`src/hw/rtl/gflc_pkg.sv`:
```
// ----------------------------------------------------------------------------
// gflc_pkg
// Shared widths, register codes and controller/datapath handshake types for
// the grid frequency load controller.
// ----------------------------------------------------------------------------
package gflc_pkg;

	// Field widths
	localparam int SLOT_W   = 6;
	localparam int SPEED_W  = 24;
	localparam int GAIN_W   = 24;
	localparam int MAXADJ_W = 16;
	localparam int ADJ_W    = 17;

	// Accumulator and divider widths
	localparam int SUM_W     = 31;
	localparam int CNT_W     = 7;
	localparam int DIVD_W    = 30;
	localparam int MEAN_W    = 25;
	localparam int PROD_W    = MEAN_W + GAIN_W;
	localparam int FRAC_W    = 16;
	localparam int MAG_W     = PROD_W - FRAC_W;
	localparam int DIV_STEPS = DIVD_W;
	localparam int STEP_W    = 5;

	// Configuration port
	localparam int CFG_IDX_W  = 1;
	localparam int CFG_DATA_W = 24;

	localparam logic [CFG_IDX_W-1:0] CFG_GAIN      = 1'b0;
	localparam logic [CFG_IDX_W-1:0] CFG_CLAMP_LIM = 1'b1;

	localparam logic signed [GAIN_W-1:0] GAIN_RST   = 24'sd65536;
	localparam logic [MAXADJ_W-1:0]      MAXADJ_RST = 16'd19661;

	// Commands from the controller to the datapath
	typedef struct packed {
		logic capture;
		logic read;
		logic update;
		logic prep;
		logic div_step;
		logic mult;
		logic absv;
		logic emit;
	} dp_cmd_t;

	// Status from the datapath to the controller
	typedef struct packed {
		logic count_zero;
		logic out_free;
	} dp_stat_t;

endpackage

```
`src/hw/rtl/gflc_ifs.sv`:
```
// ----------------------------------------------------------------------------
// gflc channel interfaces
// Valid/ready channels for measurements, results and register writes.
// ----------------------------------------------------------------------------
interface gflc_meas_if;
	import gflc_pkg::*;

	logic                      valid;
	logic                      ready;
	logic [SLOT_W-1:0]         slot_index;
	logic                      breaker_open;
	logic signed [SPEED_W-1:0] rotor_speed;

	modport source (output valid, slot_index, breaker_open, rotor_speed, input ready);
	modport sink   (input valid, slot_index, breaker_open, rotor_speed, output ready);
endinterface

interface gflc_res_if;
	import gflc_pkg::*;

	logic                    valid;
	logic                    ready;
	logic signed [ADJ_W-1:0] adjustment;
	logic                    changed;

	modport source (output valid, adjustment, changed, input ready);
	modport sink   (input valid, adjustment, changed, output ready);
endinterface

interface gflc_cfg_if;
	import gflc_pkg::*;

	logic                  valid;
	logic                  ready;
	logic [CFG_IDX_W-1:0]  index;
	logic [CFG_DATA_W-1:0] data;

	modport source (output valid, index, data, input ready);
	modport sink   (input valid, index, data, output ready);
endinterface

```
`src/hw/rtl/gflc_ram.sv`:
```
// ----------------------------------------------------------------------------
// gflc_ram
// Simple dual-port RAM: one write port, one read port with registered data.
// ----------------------------------------------------------------------------
module gflc_ram #(
	parameter int WIDTH = 24,
	parameter int DEPTH = 64,
	localparam int AW = (DEPTH > 1) ? $clog2(DEPTH) : 1
) (
	input  logic             clk,
	input  logic             we,
	input  logic [AW-1:0]    waddr,
	input  logic [WIDTH-1:0] wdata,
	input  logic             re,
	input  logic [AW-1:0]    raddr,
	output logic [WIDTH-1:0] rdata
);

	logic [WIDTH-1:0] mem_q [DEPTH];

	// Write port
	always_ff @(posedge clk) begin
		if (we) begin
			mem_q[waddr] <= wdata;
		end
	end

	// Registered read port
	always_ff @(posedge clk) begin
		if (re) begin
			rdata <= mem_q[raddr];
		end
	end

endmodule

```
`src/hw/rtl/gflc_ctrl.sv`:
```
// ----------------------------------------------------------------------------
// gflc_ctrl
// Sequencer: table read, table update, divide loop, multiply, magnitude and
// result load.
// ----------------------------------------------------------------------------
module gflc_ctrl (
	input  logic               clk,
	input  logic               arst_n,
	input  logic               meas_fire,
	input  gflc_pkg::dp_stat_t stat,
	output gflc_pkg::dp_cmd_t  cmd,
	output logic               meas_ready
);
	import gflc_pkg::*;

	typedef enum logic [7:0] {
		ST_IDLE   = 8'b0000_0001,
		ST_READ   = 8'b0000_0010,
		ST_UPDATE = 8'b0000_0100,
		ST_PREP   = 8'b0000_1000,
		ST_DIVIDE = 8'b0001_0000,
		ST_MULT   = 8'b0010_0000,
		ST_ABS    = 8'b0100_0000,
		ST_EMIT   = 8'b1000_0000
	} state_t;

	localparam logic [STEP_W-1:0] LAST_STEP = STEP_W'(DIV_STEPS - 1);

	state_t            state_q, state_d;
	logic [STEP_W-1:0] step_q;

	// Next state
	always_comb begin
		state_d = state_q;
		unique case (state_q)
			ST_IDLE: begin
				if (meas_fire) state_d = ST_READ;
			end
			ST_READ:   state_d = ST_UPDATE;
			ST_UPDATE: state_d = ST_PREP;
			ST_PREP: begin
				state_d = stat.count_zero ? ST_EMIT : ST_DIVIDE;
			end
			ST_DIVIDE: begin
				if (step_q == LAST_STEP) state_d = ST_MULT;
			end
			ST_MULT: state_d = ST_ABS;
			ST_ABS:  state_d = ST_EMIT;
			ST_EMIT: begin
				if (stat.out_free) state_d = ST_IDLE;
			end
			default: state_d = ST_IDLE;
		endcase
	end

	// State and divide step counter
	always_ff @(posedge clk or negedge arst_n) begin
		if (!arst_n) begin
			state_q <= ST_IDLE;
			step_q  <= '0;
		end else begin
			state_q <= state_d;
			if (state_q == ST_PREP) begin
				step_q <= '0;
			end else if (state_q == ST_DIVIDE) begin
				step_q <= step_q + STEP_W'(1);
			end
		end
	end

	// Decode commands
	always_comb begin
		cmd          = '0;
		cmd.capture  = meas_fire;
		cmd.read     = (state_q == ST_READ);
		cmd.update   = (state_q == ST_UPDATE);
		cmd.prep     = (state_q == ST_PREP);
		cmd.div_step = (state_q == ST_DIVIDE);
		cmd.mult     = (state_q == ST_MULT);
		cmd.absv     = (state_q == ST_ABS);
		cmd.emit     = (state_q == ST_EMIT) && stat.out_free;
	end

	assign meas_ready = (state_q == ST_IDLE);

endmodule

```
`src/hw/rtl/gflc_dp.sv`:
```
// ----------------------------------------------------------------------------
// gflc_dp
// Datapath: speed table, running sum and count, restoring divider,
// gain multiplier, clamp and output register.
// ----------------------------------------------------------------------------
module gflc_dp #(
	parameter int GENERATORS = 64
) (
	input  logic                             clk,
	input  logic                             arst_n,
	input  gflc_pkg::dp_cmd_t                cmd,
	output gflc_pkg::dp_stat_t               stat,
	input  logic [gflc_pkg::SLOT_W-1:0]      slot_index,
	input  logic                             breaker_open,
	input  logic signed [gflc_pkg::SPEED_W-1:0] rotor_speed,
	input  logic                             cfg_fire,
	input  logic [gflc_pkg::CFG_IDX_W-1:0]   cfg_index,
	input  logic [gflc_pkg::CFG_DATA_W-1:0]  cfg_data,
	input  logic                             res_ready,
	output logic                             res_valid,
	output logic signed [gflc_pkg::ADJ_W-1:0] res_adjustment,
	output logic                             res_changed
);
	import gflc_pkg::*;

	localparam int AW = (GENERATORS > 1) ? $clog2(GENERATORS) : 1;

	// Captured measurement
	logic [SLOT_W-1:0]         slot_q;
	logic                      open_q;
	logic signed [SPEED_W-1:0] speed_q;

	// Table state
	logic [GENERATORS-1:0]     present_q;
	logic [GENERATORS-1:0]     written_q;
	logic signed [SUM_W-1:0]   sum_q;
	logic [CNT_W-1:0]          cnt_q;

	// Configuration
	logic signed [GAIN_W-1:0]  gain_q;
	logic [MAXADJ_W-1:0]       max_q;

	// Divider, multiplier, magnitude
	logic                      sum_neg_q;
	logic [CNT_W-1:0]          rem_q;
	logic [DIVD_W-1:0]         quo_q;
	logic signed [PROD_W-1:0]  prod_q;
	logic                      neg_q;
	logic [MAG_W-1:0]          mag_q;

	// Output
	logic                      res_valid_q;
	logic signed [ADJ_W-1:0]   res_adj_q;
	logic                      res_changed_q;
	logic signed [ADJ_W-1:0]   last_q;

	logic                      in_range;
	logic [AW-1:0]             addr;
	logic [SPEED_W-1:0]        rdata;
	logic signed [SPEED_W-1:0] old_speed;
	logic                      pres_old;
	logic signed [SUM_W-1:0]   sum_rm;
	logic [CNT_W-1:0]          cnt_rm;
	logic signed [SUM_W-1:0]   speed_ext;
	logic [SUM_W-1:0]          sum_abs;
	logic [CNT_W:0]            rem_sh;
	logic [CNT_W:0]            rem_diff;
	logic                      rem_ge;
	logic [MEAN_W-1:0]         mean_mag;
	logic signed [MEAN_W-1:0]  mean_s;
	logic [PROD_W-1:0]         prod_abs;
	logic [ADJ_W-1:0]          max_ext;
	logic [ADJ_W-1:0]          mag_lo;
	logic signed [ADJ_W-1:0]   adj;

	assign in_range = ({1'b0, slot_q} < CNT_W'(GENERATORS));
	assign addr     = slot_q[AW-1:0];

	gflc_ram #(
		.WIDTH (SPEED_W),
		.DEPTH (GENERATORS)
	) u_table (
		.clk   (clk),
		.we    (cmd.update && in_range && !open_q),
		.waddr (addr),
		.wdata (speed_q),
		.re    (cmd.read),
		.raddr (addr),
		.rdata (rdata)
	);

	// Take the stored speed out of the sum if the slot is present
	always_comb begin
		old_speed = written_q[addr] ? $signed(rdata) : '0;
		pres_old  = present_q[addr];
		speed_ext = {{(SUM_W - SPEED_W){speed_q[SPEED_W-1]}}, speed_q};
		sum_rm    = pres_old ? sum_q - {{(SUM_W - SPEED_W){old_speed[SPEED_W-1]}}, old_speed}
		                     : sum_q;
		cnt_rm    = pres_old ? cnt_q - CNT_W'(1) : cnt_q;
	end

	// Divider step and arithmetic helpers
	always_comb begin
		sum_abs  = sum_q[SUM_W-1] ? SUM_W'(-sum_q) : SUM_W'(sum_q);
		rem_sh   = {rem_q, quo_q[DIVD_W-1]};
		rem_diff = rem_sh - {1'b0, cnt_q};
		rem_ge   = (rem_sh >= {1'b0, cnt_q});
		mean_mag = quo_q[MEAN_W-1:0];
		mean_s   = sum_neg_q ? $signed(MEAN_W'(0) - mean_mag) : $signed(mean_mag);
		prod_abs = prod_q[PROD_W-1] ? PROD_W'(-prod_q) : PROD_W'(prod_q);
	end

	// Clamp to plus or minus the clamp limit; an empty table gives the negative limit
	always_comb begin
		max_ext = {1'b0, max_q};
		mag_lo  = mag_q[ADJ_W-1:0];
		if (cnt_q == '0) begin
			adj = $signed(ADJ_W'(0) - max_ext);
		end else if (mag_q <= MAG_W'(max_q)) begin
			adj = neg_q ? $signed(ADJ_W'(0) - mag_lo) : $signed(mag_lo);
		end else begin
			adj = neg_q ? $signed(ADJ_W'(0) - max_ext) : $signed(max_ext);
		end
	end

	// Capture the measurement
	always_ff @(posedge clk) begin
		if (cmd.capture) begin
			slot_q  <= slot_index;
			open_q  <= breaker_open;
			speed_q <= rotor_speed;
		end
	end

	// Table bookkeeping and configuration
	always_ff @(posedge clk or negedge arst_n) begin
		if (!arst_n) begin
			present_q <= '1;
			written_q <= '0;
			sum_q     <= '0;
			cnt_q     <= CNT_W'(GENERATORS);
			gain_q    <= GAIN_RST;
			max_q     <= MAXADJ_RST;
		end else begin
			if (cmd.update && in_range) begin
				if (open_q) begin
					present_q[addr] <= 1'b0;
					sum_q           <= sum_rm;
					cnt_q           <= cnt_rm;
				end else begin
					present_q[addr] <= 1'b1;
					written_q[addr] <= 1'b1;
					sum_q           <= sum_rm + speed_ext;
					cnt_q           <= cnt_rm + CNT_W'(1);
				end
			end
			if (cfg_fire) begin
				unique case (cfg_index)
					CFG_GAIN:      gain_q <= $signed(cfg_data[GAIN_W-1:0]);
					CFG_CLAMP_LIM: max_q  <= cfg_data[MAXADJ_W-1:0];
					default: ;
				endcase
			end
		end
	end

	// Divide, multiply, magnitude
	always_ff @(posedge clk) begin
		if (cmd.prep) begin
			sum_neg_q <= sum_q[SUM_W-1];
			rem_q     <= '0;
			quo_q     <= sum_abs[DIVD_W-1:0];
		end else if (cmd.div_step) begin
			rem_q <= rem_ge ? rem_diff[CNT_W-1:0] : rem_sh[CNT_W-1:0];
			quo_q <= {quo_q[DIVD_W-2:0], rem_ge};
		end
		if (cmd.mult) begin
			prod_q <= mean_s * gain_q;
		end
		if (cmd.absv) begin
			neg_q <= prod_q[PROD_W-1];
			mag_q <= prod_abs[PROD_W-1:FRAC_W];
		end
	end

	// Output register
	always_ff @(posedge clk or negedge arst_n) begin
		if (!arst_n) begin
			res_valid_q <= 1'b0;
			last_q      <= '0;
		end else begin
			if (cmd.emit) begin
				res_valid_q <= 1'b1;
				last_q      <= adj;
			end else if (res_ready) begin
				res_valid_q <= 1'b0;
			end
		end
	end

	always_ff @(posedge clk) begin
		if (cmd.emit) begin
			res_adj_q     <= adj;
			res_changed_q <= (adj != last_q);
		end
	end

	assign stat.count_zero = (cnt_q == '0);
	assign stat.out_free   = !res_valid_q || res_ready;

	assign res_valid      = res_valid_q;
	assign res_adjustment = res_adj_q;
	assign res_changed    = res_changed_q;

endmodule

```
`src/hw/rtl/grid_frequency_load_controller.sv`:
```
// A measurement passes through table read, table update, divider preparation,
// the 30-step restoring divider, multiply, magnitude and result load; with no
// slot present it goes from preparation straight to the result load. One
// measurement is in work at a time, the next taken once its result is loaded;
// a finished result waits in the output register while the next is accepted.
// Reset marks every slot present with speed zero, loads the default gain and
// clamp limit; the block is ready as soon as reset is released.
// ----------------------------------------------------------------------------
// grid_frequency_load_controller
// Averages generator rotor speed deviations over present slots, scales by
// the gain and emits a clamped load adjustment with a change flag.
// ----------------------------------------------------------------------------
module grid_frequency_load_controller #(
	parameter int GENERATORS = 64
) (
	input  logic      clk,
	input  logic      arst_n,
	gflc_cfg_if.sink  cfg,
	gflc_meas_if.sink meas,
	gflc_res_if.source res
);
	import gflc_pkg::*;

	dp_cmd_t  cmd;
	dp_stat_t stat;
	logic     meas_ready;
	logic     meas_fire;

	assign meas.ready = meas_ready;
	assign meas_fire  = meas.valid && meas_ready;
	assign cfg.ready  = 1'b1;

	gflc_ctrl u_ctrl (
		.clk        (clk),
		.arst_n     (arst_n),
		.meas_fire  (meas_fire),
		.stat       (stat),
		.cmd        (cmd),
		.meas_ready (meas_ready)
	);

	gflc_dp #(
		.GENERATORS (GENERATORS)
	) u_dp (
		.clk            (clk),
		.arst_n         (arst_n),
		.cmd            (cmd),
		.stat           (stat),
		.slot_index     (meas.slot_index),
		.breaker_open   (meas.breaker_open),
		.rotor_speed    (meas.rotor_speed),
		.cfg_fire       (cfg.valid),
		.cfg_index      (cfg.index),
		.cfg_data       (cfg.data),
		.res_ready      (res.ready),
		.res_valid      (res.valid),
		.res_adjustment (res.adjustment),
		.res_changed    (res.changed)
	);

endmodule

```
`src/flat_wrapper.sv`:
```
// flat-port wrapper written by rule: the top's interface ports become plain ports
module grid_frequency_load_controller_flat import gflc_pkg::*;
#(
	parameter int GENERATORS = 64
)
  (clk, arst_n, cfg_valid, cfg_index, cfg_data, cfg_ready, meas_valid, meas_slot_index, meas_breaker_open, meas_rotor_speed, meas_ready, res_valid, res_adjustment, res_changed, res_ready);
  gflc_cfg_if cfg_i ();
  gflc_meas_if meas_i ();
  gflc_res_if res_i ();
  input  logic clk;
  input  logic arst_n;
  input wire logic [$bits(cfg_i.valid)-1:0] cfg_valid;
  input wire logic [$bits(cfg_i.index)-1:0] cfg_index;
  input wire logic [$bits(cfg_i.data)-1:0] cfg_data;
  output wire logic [$bits(cfg_i.ready)-1:0] cfg_ready;
  input wire logic [$bits(meas_i.valid)-1:0] meas_valid;
  input wire logic [$bits(meas_i.slot_index)-1:0] meas_slot_index;
  input wire logic [$bits(meas_i.breaker_open)-1:0] meas_breaker_open;
  input wire logic [$bits(meas_i.rotor_speed)-1:0] meas_rotor_speed;
  output wire logic [$bits(meas_i.ready)-1:0] meas_ready;
  output wire logic [$bits(res_i.valid)-1:0] res_valid;
  output wire logic [$bits(res_i.adjustment)-1:0] res_adjustment;
  output wire logic [$bits(res_i.changed)-1:0] res_changed;
  input wire logic [$bits(res_i.ready)-1:0] res_ready;
  assign cfg_i.valid = cfg_valid;
  assign cfg_i.index = cfg_index;
  assign cfg_i.data = cfg_data;
  assign cfg_ready = cfg_i.ready;
  assign meas_i.valid = meas_valid;
  assign meas_i.slot_index = meas_slot_index;
  assign meas_i.breaker_open = meas_breaker_open;
  assign meas_i.rotor_speed = meas_rotor_speed;
  assign meas_ready = meas_i.ready;
  assign res_valid = res_i.valid;
  assign res_adjustment = res_i.adjustment;
  assign res_changed = res_i.changed;
  assign res_i.ready = res_ready;
  grid_frequency_load_controller #(.GENERATORS(GENERATORS)) u_core (.clk(clk), .arst_n(arst_n), .cfg(cfg_i), .meas(meas_i), .res(res_i));
endmodule
```
`config.mk`:
```
export PLATFORM = sky130hd
export DESIGN_NAME = grid_frequency_load_controller_flat
export DESIGN_NICKNAME = d
export VERILOG_FILES = /design/src/hw/rtl/gflc_pkg.sv /design/src/hw/rtl/gflc_ifs.sv /design/src/hw/rtl/gflc_ram.sv /design/src/hw/rtl/gflc_ctrl.sv /design/src/hw/rtl/gflc_dp.sv /design/src/hw/rtl/grid_frequency_load_controller.sv /design/src/flat_wrapper.sv
export SDC_FILE = /design/constraint.sdc
export NUM_CORES = 2
export LEC_CHECK = 0
export ABC_CLOCK_PERIOD_IN_PS = 18030
export BUFFER_PORTS_ARGS = -buffer_cell sky130_fd_sc_hd__buf_4
export CAP_MARGIN = 20
export CORE_AREA = 3 3 441 443
export DETAILED_ROUTE_END_ITERATION = 16
export DIE_AREA = 0 0 444 446
export HOLD_SLACK_MARGIN = 0.06
export PLACE_DENSITY = 0.68
export SLEW_MARGIN = 20
export SYNTH_ARGS = -nofsm -noshare
export SYNTH_HDL_FRONTEND = slang
export SYNTH_HIERARCHICAL = 1
export SYNTH_SLANG_ARGS = --single-unit
```
`constraint.sdc`:
```
create_clock -name clk -period 18.03 [get_ports clk]
set_input_delay 3.606 -clock clk [delete_from_list [all_inputs] [get_ports clk]]
set_output_delay 3.606 -clock clk [all_outputs]
set_load 0.01 [all_outputs]
```
# After elaboration in Yosys (flattened, before gate mapping)
# Memory sizes are Yosys's and may differ from the RTL's. A register that Yosys moved wholly into a read port is not among the register bits.
# Index checks and enable logic that the tools add are counted.
# word_totals
register_bits	407
ram_bits	1536
in_bits	61
n_memories	1
# mem_list
name	words	width	rd	rd_ports_with_merged_regs	write_ports	line	text
u_core.u_dp.u_table.mem_q	64	24	1	1	1	gflc_ram.sv:19	logic [WIDTH-1:0] mem_q [DEPTH];
# classes
n_addsub	11
mul	1
n_lt_le_gt_ge	4
eq_ne	13
mux	33
bitwise_logic	6
n_reduce_logical	14
# op_table
op	n
64-bit bitwise OR	2
30-bit 2-to-1 mux	3
17-bit 2-to-1 mux	4
64-bit bitwise AND	1
64-bit 2-to-1 mux	1
64-bit inverter	1
8-bit case mux with 8 select lines	1
31-bit 2-to-1 mux	2
25-bit by 24-bit multiplier with 49-bit output	1
49-bit negation	1
48-bit 2-to-1 mux	1
33-bit by 16-bit less-or-equal comparator with 1-bit output	1
8-bit 2-to-1 mux	4
31-bit by 24-bit adder with 31-bit output	1
31-bit subtractor	1
30-bit negation	1
25-bit 2-to-1 mux	1
1-bit by 25-bit subtractor with 25-bit output, first input constant	1
24-bit 2-to-1 mux	1
7-bit 2-to-1 mux	3
17-bit inequality test	1
1-bit by 16-bit subtractor with 17-bit output, first input constant	1
1-bit by 17-bit subtractor with 17-bit output, first input constant	1
1-bit binary-select mux with 6-bit select	2
28 further kinds	45

# Logic depth before layout (Yosys ltp)
# depth
word_depth	7
ltp_mapped	36
depth_no_buf	35

# Cells and area by module
# Netlist, hierarchy kept.
# modules_own_cells
module	instances	cells_per_inst	area_each_um2	seq_area_each_um2
gflc_ram	1	2610	59535.8	46844.9
gflc_dp	1	4543	44357.5	10732.8
gflc_ctrl	1	64	705.7	326.6
grid_frequency_load_controller	1	3	17.5	0.0

# Worst setup path before layout
# OpenSTA, ideal clock, no wires.
# synth_timing
kind	flip-flop to flip-flop
from	register u_core.u_dp.quo_q[7]
to	register u_core.u_dp.prod_q[45] (data pin)
setup_time_ns	0.263
arrival_ns	8.865
required_ns	17.767
path_slack_ns	8.902
path_stages_with_launch	34
path_buffers	1
synth_period_minus_slack_ns	9.128
cell_sequence	edfxtp_1 > or4_4 > or4_4 > inv_1 > nand2_1 > or4_1 > o31ai_1 > xnor2_1 > buf_2 > nand2_1 > inv_1 > fa_1 > inv_1 > fa_1 > fa_1 > fa_1 > inv_1 > fa_1 > fa_1 > inv_1 > fa_1 > inv_1 > ha_1 > a21o_1 > a21o_1 > a21oi_1 > o21bai_1 > or2_2 > a221oi_1 > o31a_1 > nor2b_1 > a221o_1 > a21oi_1 > xnor2_1
# synth_via
elab_chain_len	3
# synth_lines
item	line	text
start: declaration	gflc_dp.sv:46	logic [DIVD_W-1:0] quo_q;
start signal: assignment	gflc_dp.sv:172	quo_q <= sum_abs[DIVD_W-1:0];
start signal: assignment	gflc_dp.sv:175	quo_q <= {quo_q[DIVD_W-2:0], rem_ge};
1-bit by 25-bit subtractor with 25-bit output	gflc_dp.sv:109	mean_s = sum_neg_q ? $signed(MEAN_W'(0) - mean_mag) : $signed(mean_mag);
25-bit 2-to-1 mux (*)	gflc_dp.sv:109	
25-bit by 24-bit multiplier with 49-bit output (*)	gflc_dp.sv:178	prod_q <= mean_s * gain_q;
end signal: assignment	gflc_dp.sv:178	
end: declaration	gflc_dp.sv:47	logic signed [PROD_W-1:0] prod_q;
# Mark *: on every way between the ends. The rest lies on a longest branch, timed or not.
# A chain may end at the register's enable or synchronous reset.

# Final worst setup path
# layout_timing
from	register u_core.u_dp.quo_q[7]
to	register u_core.u_dp.prod_q[48] (data pin)
# Same word-level chain as after synthesis.

==> results.md <==
- Post-synth EDFFs: around 1.7k
- Area Growth Syn to Fin: 9.787%
- Setup TNS: 0 ps
- Crit-path most repeated cell: fa_1
- Gr usage total: 0.2659
- Synth Instances: approximately 7.2k
- CTS tree: built
- Worst r2r dst: u_core/u_dp/prod_q[48]
- Die area: between 150000 and 200000 um^2
- Worst-path clk slew: 60 ps
- Hold Path Stages: 1
- Fin crit period: roughly 10000 ps
- Unrepaired setup endpoints after global routing: false
- Slowest cell delay on critical path: a little over 600 ps
- Sequential area share after synthesis: 0.5535
- Fmax: between 90 and 100 MHz
- Fillers: roughly 14k
- Final WL: around 260 mm
- Share of layout cells above drive strength 1: 0.1678
- Syn Area/Cell: 14.49 um^2
- Gr ovfl total: 0
- Main synth FF type: edfxtp_1
- Post-synthesis simple-gate area fraction: 0.07202
- Reg2reg start: u_core/u_dp/quo_q[7]
- WS Path Type: register to register
- Worst-Margin Slew: about 1100 ps
- # resized after CTS: 0
- Synth Area in Compound Gates: 0.05854
- DR iter-0 viols: 6845
- Critical Path Source Type: register
- Final-report max-slew violation count: 0
- Synth Area in XOR/XNOR: 0.01926
- Largest family of logic cells by synthesized area: adder cells
- Total CTS buffers: between 150 and 200
- Largest net degree at the start of global routing: around 150
- Synth Warn #: 6
- Crit path max fanout: 24
- Multi-input logic area: roughly 43000 um^2
- Multiplexer area fraction after synthesis: 0.1060
- Synth Area in Adders: 0.1482
- Antenna violations before repair: 8
- I/O Pins: just over 80
- Vias: around 61k
- Hold Vio Cnt, Final: 0
- CP bufs+invs: 6
- Die W: ~440 um
- DR WL/cell: ~26 um
- Synth area leaders: edfxtp_1 (49%), fa_1 (12%), mux4_2 (8.0%)
- Seq cells post-synth: around 2k
- Seq. cell area: roughly 58000 um^2
- Root Buffer: clkbuf_16
- CTS H-tree depth: 4
- CP top delay family: adder cells
- Worst-skew pair later-pin latency: around 850 ps
- Max transition margin: 0.2427
- Final setup fails: 0
- # Max-Cap Violations: 0
- Hold_buf cts: 0
- FP Rows: 160
- Post-synth top area share: 0.4946
- Syn nets: around 8.1k
- Port Buf Inserts: 80
- Starting Density: 0.5495
- Chip height: 446 um
- Core ar.: ~190000 um^2
- Yosys cell types: about 110
- R2R depth: 31
- Synth async-reset ratio: 0.1205
- Pre-Repair DR Iteration Count: 5
- Critical Path Sink Type: register
- Hold path startpoint: u_core/u_dp/written_q[55]
- Final nets: between 8k and 9k
- Dpl hpwl: 168.3 mm
- Hold Crit Class: register to register
- Crit path depth: 31
- GPL Wtd Cong: 0.8807
- DR DRC count: 0
- Synth Cell Area: about 100000 um^2
- Number of setup buffers added after CTS: 0
- Required time of the critical path: between 15000 and 20000 ps
- CP max stage cell: fa_1
- First-pass GRT wire length: a little under 400 mm
- Skew final: around 90 ps
- R2R Setup Slk: between 7000 and 8000 ps
- Hold worst-path end: u_core/u_dp/written_q[55]
- Routed vias/inst: 6.116
- Top-count cell post-synth: edfxtp_1
- Crit path DAT: between 10000 and 15000 ps
- Vias in the first global route: 62.61k
- CTS max path bufs: 3
- DRT antenna net count: 0
- Clk sink count: 1967
- Synth area leader: edfxtp_1
- Synth cell count leaders: edfxtp_1 (1723), inv_1 (746), fa_1 (632)
- Outcome: finished clean
- Tcrit/Tclk final: 0.5704
[cell usage in the layout (no fill, tap or decap), types with 32 or more instances in the layout]
cell / count
o21ai_0: 202
nand2_1: 504
and3_1: 32
buf_4: 226
o22ai_1: 65
a22oi_1: 34
and2_1: 331
o31ai_1: 53
clkbuf_1: 44
clkbuf_16: 199
a31oi_1: 35
clkinv_2: 38
ha_1: 228
xor2_1: 81
a21o_1: 96
xnor2_1: 126
clkinv_1: 39
edfxtp_1: 1723
nand3_1: 61
mux2_2: 123
nand2b_1: 50
fa_1: 632
mux4_2: 371
mux2i_1: 132
nor2_1: 232
inv_1: 745
a21oi_1: 191
dfstp_2: 75
a221oi_1: 65
nor2_2: 56
dfrtp_1: 161
[state kept, by name (all words and copies together), names as in the netlist, 16 cells and up, named ones only]
name,flops
u_core/u_dp/u_table/mem_q,1536
u_core/u_dp/written_q,64
u_core/u_dp/prod_q,49
u_core/u_dp/mag_q,33
u_core/u_dp/sum_q,31
u_core/u_dp/quo_q,30
u_core/u_dp/gain_q,24
u_core/u_dp/speed_q,24
u_core/u_dp/u_table/rdata,24
u_core/u_dp/last_q,17
u_core/u_dp/res_adjustment,17
u_core/u_dp/max_q,16
[worst register-to-register path, delay by kind of cell, from the launching register on]
family          cells  cell delay (ps)
buf+inv             6              490
fa+ha+maj           8             3980
compound gates     10             2690
flops               1              520
xor+xnor            2              450
simple gates        5             1880
[layer usage]
metal	GRT usage	up-vias	routed length (um)
li1	-	26238	-
met1	0.3772	31926	104900
met2	0.4240	2544	123400
met3	0.04485	404	21770
met4	0.08645	4	8115
met5	0	-	36
[worst max path at each step]
stage | from | to | slack [ps]
4_1_cts | u_core/u_dp/quo_q[7] | u_core/u_dp/prod_q[48] | 7720
3_3_place_gp | u_core/u_dp/quo_q[7] | u_core/u_dp/prod_q[48] | 7970
6_report | u_core/u_dp/quo_q[7] | u_core/u_dp/prod_q[48] | 7750
3_5_place_dp | u_core/u_dp/quo_q[7] | u_core/u_dp/prod_q[48] | 7760
2_1_floorplan | u_core/u_dp/quo_q[7] | u_core/u_dp/prod_q[45] | 8900
5_1_grt | u_core/u_dp/quo_q[7] | u_core/u_dp/prod_q[48] | 7240
[cell families (layout without fill, tap and decap cells)]
family,Yosys count,count (layout)
other cells,1,6
xor+xnor,230,230
simple gates,1504,1504
compound gates,932,932
buf+inv,1098,1355
fa+ha+maj,860,860
flops,1967,1967
mux,628,628
[area by class of cell]
cell class                      instances  area share
Clock buffer                          245     0.04503
Clock inverter                        121     0.01001
Multi-Input combinational cell       4155      0.3723
Inverter                              752     0.02458
Tap cell                             2511     0.02735
Timing Repair Buffer                  237     0.01641
Antenna cell                            5   0.0001089
Sequential cell                      1967      0.5042
[per-stage QoR]
| stage | setup WS [ps] | cell area (um^2) | instances | util | hold WS [ps] |
|---|---|---|---|---|---|
| 5_1_grt | 7237 | 114800 | 9990 | 0.6032 | 466.0 |
| 4_1_cts | 7722 | 114800 | 9986 | 0.6029 | 455.1 |
| 2_1_floorplan | 8902 | 104600 | 7220 | - | 422.4 |
| 3_5_place_dp | 7758 | 108500 | 9620 | 0.5697 | 443.5 |
| 6_report | 7747 | 114900 | 9993 | 0.6033 | 452.8 |
| 3_3_place_gp | 7973 | 108400 | 9618 | 0.5695 | 432.4 |
Power is left out: the tool's default activity adds up to more than one toggle a clock period on the data nets, which glitch-free logic cannot reach.
